### config.mk
export PLATFORM = sky130hd
export DESIGN_NAME = pcp_divider
export DESIGN_NICKNAME = d
export VERILOG_FILES = /design/src/sv/pcp_pkg.sv /design/src/sv/pcp_divider.sv
export SDC_FILE = /design/constraint.sdc
export NUM_CORES = 1
export LEC_CHECK = 0
export BUFFER_PORTS_ARGS = -buffer_cell sky130_fd_sc_hd__buf_2
export CORE_MARGIN = 2
export CORE_UTILIZATION = 30
export DETAILED_ROUTE_END_ITERATION = 10
export PLACE_DENSITY_LB_ADDON = 0.1
export SLEW_MARGIN = 20
export SYNTH_ARGS = -nofsm -noshare
export SYNTH_HDL_FRONTEND = slang
export SYNTH_SLANG_ARGS = --single-unit
### constraint.sdc
create_clock -name clk -period 9.05 [get_ports clk]
set_input_delay 0.4525 -clock clk [delete_from_list [all_inputs] [get_ports clk]]
set_output_delay 0.4525 -clock clk [all_outputs]
set_load 0.02 [all_outputs]
### src/sv/pcp_pkg.sv
`default_nettype none

package pcp_pkg;

  // register and field widths
  localparam int LIMIT_W     = 16;
  localparam int GAIN_W      = 15;
  localparam int CFG_DATA_W  = 16;
  localparam int REG_INDEX_W = 2;
  localparam int COLOR_W     = 28;

  // register map
  typedef enum logic [REG_INDEX_W-1:0] {
    REG_LIMIT = 2'd0,
    REG_RED   = 2'd1,
    REG_GREEN = 2'd2,
    REG_BLUE  = 2'd3
  } reg_idx_t;

  localparam logic [LIMIT_W-1:0] LIMIT_RESET = 16'd64;
  localparam logic [GAIN_W-1:0]  RED_RESET   = 15'd2304;
  localparam logic [GAIN_W-1:0]  GREEN_RESET = 15'd3840;
  localparam logic [GAIN_W-1:0]  BLUE_RESET  = 15'd2176;

  // position t in Q0.16, divider split
  localparam int Q_BITS             = 16;
  localparam int DIV_BITS_PER_STAGE = 2;
  localparam int DIV_STAGES         = Q_BITS / DIV_BITS_PER_STAGE;

  // datapath widths
  localparam int PROD_W    = 2 * Q_BITS;        // u*t, t*t, u*u
  localparam int MONO_W    = 2 * PROD_W;        // u^a * t^b, four factors
  localparam int HALF_W    = MONO_W / 2;
  localparam int KW        = GAIN_W + 8;        // gain * 255
  localparam int PP_W      = HALF_W + KW;
  localparam int ACC_W     = MONO_W + KW;
  localparam int DROP_BITS = 72;
  localparam int CH_W      = ACC_W - DROP_BITS;

  // channels and packing
  localparam int NUM_CH    = 3;
  localparam int CH_RED    = 0;
  localparam int CH_GREEN  = 1;
  localparam int CH_BLUE   = 2;
  localparam int RED_POS   = 16;
  localparam int GREEN_POS = 8;

  typedef struct packed {
    logic [Q_BITS-1:0] t;
    logic              zero;   // t is 0 or 1.0: every channel is zero
  } pos_t;

  typedef struct packed {
    logic [NUM_CH-1:0][MONO_W-1:0] m;
    logic                          zero;
  } mono_t;

  typedef struct packed {
    logic [NUM_CH-1:0][GAIN_W-1:0] g;
  } gains_t;

endpackage

`default_nettype wire

### src/sv/pcp_divider.sv
`default_nettype none

module pcp_divider #(
  parameter int INDEX_BITS = 16
) (
  input  logic                         clk,
  input  logic                         rst,
  input  logic                         in_valid,
  output logic                         in_ready,
  input  logic [INDEX_BITS-1:0]        index,
  input  logic [pcp_pkg::LIMIT_W-1:0]  limit,
  output logic                         out_valid,
  input  logic                         out_ready,
  output pcp_pkg::pos_t                pos
);
  import pcp_pkg::*;

  localparam int CMP_W = (INDEX_BITS > LIMIT_W) ? INDEX_BITS : LIMIT_W;

  // one restoring step: {quotient bit, new remainder}
  function automatic logic [Q_BITS:0] div_step(input logic [Q_BITS-1:0] rem_in,
                                               input logic [LIMIT_W-1:0] lim);
    logic [Q_BITS:0] r2;
    logic [Q_BITS:0] diff;
    r2   = {rem_in, 1'b0};
    diff = r2 - {1'b0, lim};
    if (r2 >= {1'b0, lim}) begin
      div_step = {1'b1, diff[Q_BITS-1:0]};
    end else begin
      div_step = {1'b0, r2[Q_BITS-1:0]};
    end
  endfunction

  logic [CMP_W-1:0]  idx_ext;
  logic [CMP_W-1:0]  lim_ext;
  logic              in_sat;
  logic [Q_BITS-1:0] init_rem;

  logic              v    [DIV_STAGES];
  logic              sat  [DIV_STAGES];
  logic [Q_BITS-1:0] rem  [DIV_STAGES];
  logic [Q_BITS-1:0] quo  [DIV_STAGES];
  logic              rdy  [DIV_STAGES+1];

  // index >= limit (or limit zero) saturates t at 1.0; otherwise the
  // remainder starts below the limit and 16 steps give the quotient
  assign idx_ext  = CMP_W'(index);
  assign lim_ext  = CMP_W'(limit);
  assign in_sat   = (limit == '0) || (idx_ext >= lim_ext);
  assign init_rem = in_sat ? '0 : idx_ext[Q_BITS-1:0];

  assign rdy[DIV_STAGES] = out_ready;

  for (genvar g = 0; g < DIV_STAGES; g++) begin : g_stage
    logic              src_valid;
    logic              src_sat;
    logic [Q_BITS-1:0] src_rem;
    logic [Q_BITS-1:0] src_quo;
    logic [Q_BITS-1:0] rem_next;
    logic [Q_BITS-1:0] quo_next;

    if (g == 0) begin : g_first
      assign src_valid = in_valid;
      assign src_sat   = in_sat;
      assign src_rem   = init_rem;
      assign src_quo   = '0;
    end else begin : g_rest
      assign src_valid = v[g-1];
      assign src_sat   = sat[g-1];
      assign src_rem   = rem[g-1];
      assign src_quo   = quo[g-1];
    end

    assign rdy[g] = !v[g] || rdy[g+1];

    always_comb begin
      logic [Q_BITS:0] step;
      rem_next = src_rem;
      quo_next = src_quo;
      for (int s = 0; s < DIV_BITS_PER_STAGE; s++) begin
        step     = div_step(rem_next, limit);
        rem_next = step[Q_BITS-1:0];
        quo_next = {quo_next[Q_BITS-2:0], step[Q_BITS]};
      end
    end

    always_ff @(posedge clk) begin
      if (rst) begin
        v[g] <= 1'b0;
      end else if (rdy[g]) begin
        v[g] <= src_valid;
      end
    end

    always_ff @(posedge clk) begin
      if (rdy[g]) begin
        rem[g] <= rem_next;
        quo[g] <= quo_next;
        sat[g] <= src_sat;
      end
    end
  end

  assign in_ready  = rdy[0];
  assign out_valid = v[DIV_STAGES-1];
  assign pos.t     = quo[DIV_STAGES-1];
  assign pos.zero  = sat[DIV_STAGES-1] || (quo[DIV_STAGES-1] == '0);

endmodule

`default_nettype wire

==> flow_metrics.py <==
metrics = {
    "layout": {
        "final_layout_size_suffix_gt1_share_pct": 15.7,
        "design_area_um2": 22900,
        "instances_no_fill": 3166,
        "area_growth_pct": 9.98,
        "final_nets": 2529,
    },
    "sta": {
        "slew_headroom_pct": 30.9,
        "setup_viol": 0,
        "finalCritPeriodShare_pct": 78.7,
        "fin_tns_setup_ns": 0,
        "layout_min_cycle_time_ns": 7.12,
        "hold_viol": 0,
        "maxSlewViolCount": 0,
        "max_freq_mhz": 140,
        "whs_ns": 0.267,
        "worst_pin_slew_ns": 1.03,
        "fin_worst_skew_ns": 0.0142,
        "rsz0062_at_grt": "no",
    },
    "route": {
        "wl_per_cell_um": 19.4,
        "drtIter0Drc": 973,
        "wirelength_mm": 61.5,
        "drt-pass1-iter-count": 5,
        "vias_per_cell": 5.25,
        "drc_errors": 0,
        "ant_nets": 0,
        "vias": 16637,
    },
    "cts": {
        "post-cts-setup-buffer-count": 0,
        "cts_resized": 0,
        "numCtsBuffers": 17,
        "hold_buffers": 0,
        "cts-root-buf": "clkbuf_16",
        "cts_tree": "yes",
        "cts.sinks": 200,
        "h-tree-depth": 4,
        "clock_latency_ns": 0.50,
        "cts.reportedPaths.clkPinSlew_ns": 0.08,
        "clock_path_buffers": 2,
    },
    "critical_path": {
        "path_class": "input port to flip-flop",
        "reg2reg_slack_ns": 2.31,
        "critPathMaxFanout": 17,
        "crit_end": "rem[0][12]$_DFFE_PP_",
        "slowest_stage": "o21ai_2",
        "startpoint_type": "input port",
        "endpoint_kind": "flip-flop",
        "critPathArrivalTime_ns": 7.37,
        "crit_required_ns": 9.30,
        "critPathLaunch": "limit[4]",
        "crit_family": "compound AO/OA/AOI/OAI gates",
        "max_stage_delay_ns": 0.71,
        "crit_buf_inv": 4,
        "crit_cells": 26,
        "reg2reg_depth": 16,
        "r2r_start": "rem[1][0]$_SDFFCE_PP0P_",
        "rr_endpoint": "rem[2][15]$_DFFE_PP_",
    },
    "logic_synthesis": {
        "synth_cell_types": 88,
        "synth_most_common_cell": "ha_1",
        "avgSynthCellArea_um2": 9.66,
        "synth-edff-count": 200,
        "yosysTopAreaCellShare_pct": 28.9,
        "synth_simple_gate_area_share_pct": 14.1,
        "ys_top_cells_by_area": "edfxtp_1 (29%), ha_1 (16%), mux2_2 (10%)",
        "synth_compound_area_share_pct": 19.4,
        "synth-xor-area-share_pct": 6.74,
        "synth_fa_ha_area_share_pct": 16.6,
        "netlist_instances": 2154,
        "yosysWarnings": 0,
        "yosysTopAreaCell": "edfxtp_1",
        "netlist_area_um2": 20800,
        "synth_common_cells": "ha_1 (264), edfxtp_1 (200), mux2_2 (187)",
        "muxShareOfSynthArea_pct": 11.3,
        "synth_seq_cells": 200,
        "yosysSeqAreaShare_pct": 28.9,
        "syn_nets": 2462,
        "synth_top_family_by_area": "compound AO/OA/AOI/OAI gates",
        "synth_flop_cell": "edfxtp_1",
        "async_reset_ff_share_pct": 0,
    },
    "grt": {
        "grt.total_usage_pct": 17.5,
        "grt_pass1_vias": 16290,
        "grt_max_degree": 39,
        "overflow": 0,
        "grt_pass1_wl_mm": 95.0,
        "antenna_found_initial": 1,
    },
    "floorplan": {
        "ios": 55,
        "die_w_um": 267,
        "dieArea_um2": 71500,
        "core_area_um2": 68600,
        "initial_core_util_pct": 30.3,
        "rows": 96,
        "fp.dieH_um": 267,
    },
    "placement": {
        "numPortBuffers": 54,
        "dp_hpwl_mm": 46.9,
        "place_inst": 3133,
        "place_area_um2": 22200,
        "routabilityCongestion": 0.869,
    },
    "flow_run": {
        "maxCapViolations": 0,
    },
    "worst_hold_path": {
        "hold_class": "input port to flip-flop",
    },
    "outcome": {
        "status": "complete, no violations",
    },
}
worst min path at each step:
stage / slack [ns] / end / depth (start not counted) / from
2_1_floorplan: 0.40 / quo[0][18]$_DFFE_PP_ / 0 / quo[0][0]$_DFFE_PP_
3_3_place_gp: 0.40 / quo[0][54]$_DFFE_PP_ / 0 / quo[0][36]$_DFFE_PP_
4_1_cts: 0.22 / v[0][0]$_DFFE_PP_ / 2 / in_valid
6_report: 0.27 / v[0][0]$_DFFE_PP_ / 2 / in_valid
3_5_place_dp: 0.40 / sat[1][1]$_DFFE_PP_ / 0 / sat[1][0]$_DFFE_PP_
5_1_grt: 0.25 / v[0][0]$_DFFE_PP_ / 2 / in_valid
cell type report:
cell class                 count  area (um2)
clock inverter                15         201
antenna                        1        2.50
sequential                   200        6010
clock buffer                  17         425
fill                        7006       45700
inverter                     109         409
multi-input combinational   1809       14200
timing repair buffer          84         495
tap                          931        1160
flip-flops by register name, summed over array words and instances, names as in the netlist:
name and flops:
rem 112, quo 72, sat 8, v 8
per-layer routing:
layer	share of wire (%)	GRT usage [%]	vias up
met2	47	29.4	257
met5	0	0	-
met4	1.5	4.21	0
li1	-	-	8381
met1	48	23.4	7955
met3	3.5	2.60	44
cell families (layout without fill, tap and decap cells):
kind of cell               after synthesis  after routing
AOI/OAI and AO/OA                      589            589
and+or+nand+nor                        578            578
adders and majority gates              272            272
muxes                                  210            210
DFF                                    200            200
xor gates and xnor gates               160            160
buffers and inverters                  145            225
other                                    0              1
placed cells by master, fill, tap and decap left out, types with 9 or more instances in the layout:
cell type	n
a21boi_0	9
o2111ai_1	13
xnor2_1	111
and3_1	22
or2_2	18
nand2b_1	30
nor3_1	45
xor2_1	49
nand4_1	31
and2_1	32
ha_1	264
o211ai_1	20
or3_1	14
buf_4	30
a21o_1	45
inv_1	106
a211oi_1	24
o21ai_0	93
a31oi_1	14
o21bai_1	24
o31a_1	15
a2111oi_0	10
nor2b_1	30
nand2_1	90
nor2_1	164
o21a_1	46
mux2i_1	22
a21oi_1	165
buf_2	54
nor4_1	21
o31ai_1	13
clkbuf_16	17
edfxtp_1	200
mux2_2	187
nand3_1	46
per-stage QoR:
| stage | worst slack [ns] | util [%] |
|---|---|---|
| 6_report | 1.93 | 33.4 |
| 3_3_place_gp | 1.54 | 32.4 |
| 3_5_place_dp | 1.40 | 32.4 |
| 2_1_floorplan | 1.66 | - |
| 4_1_cts | 1.94 | 33.4 |
| 5_1_grt | 1.31 | 33.4 |
Power is left out: the tool's default activity adds up to more than one toggle a clock period on the data nets, which glitch-free logic cannot reach.
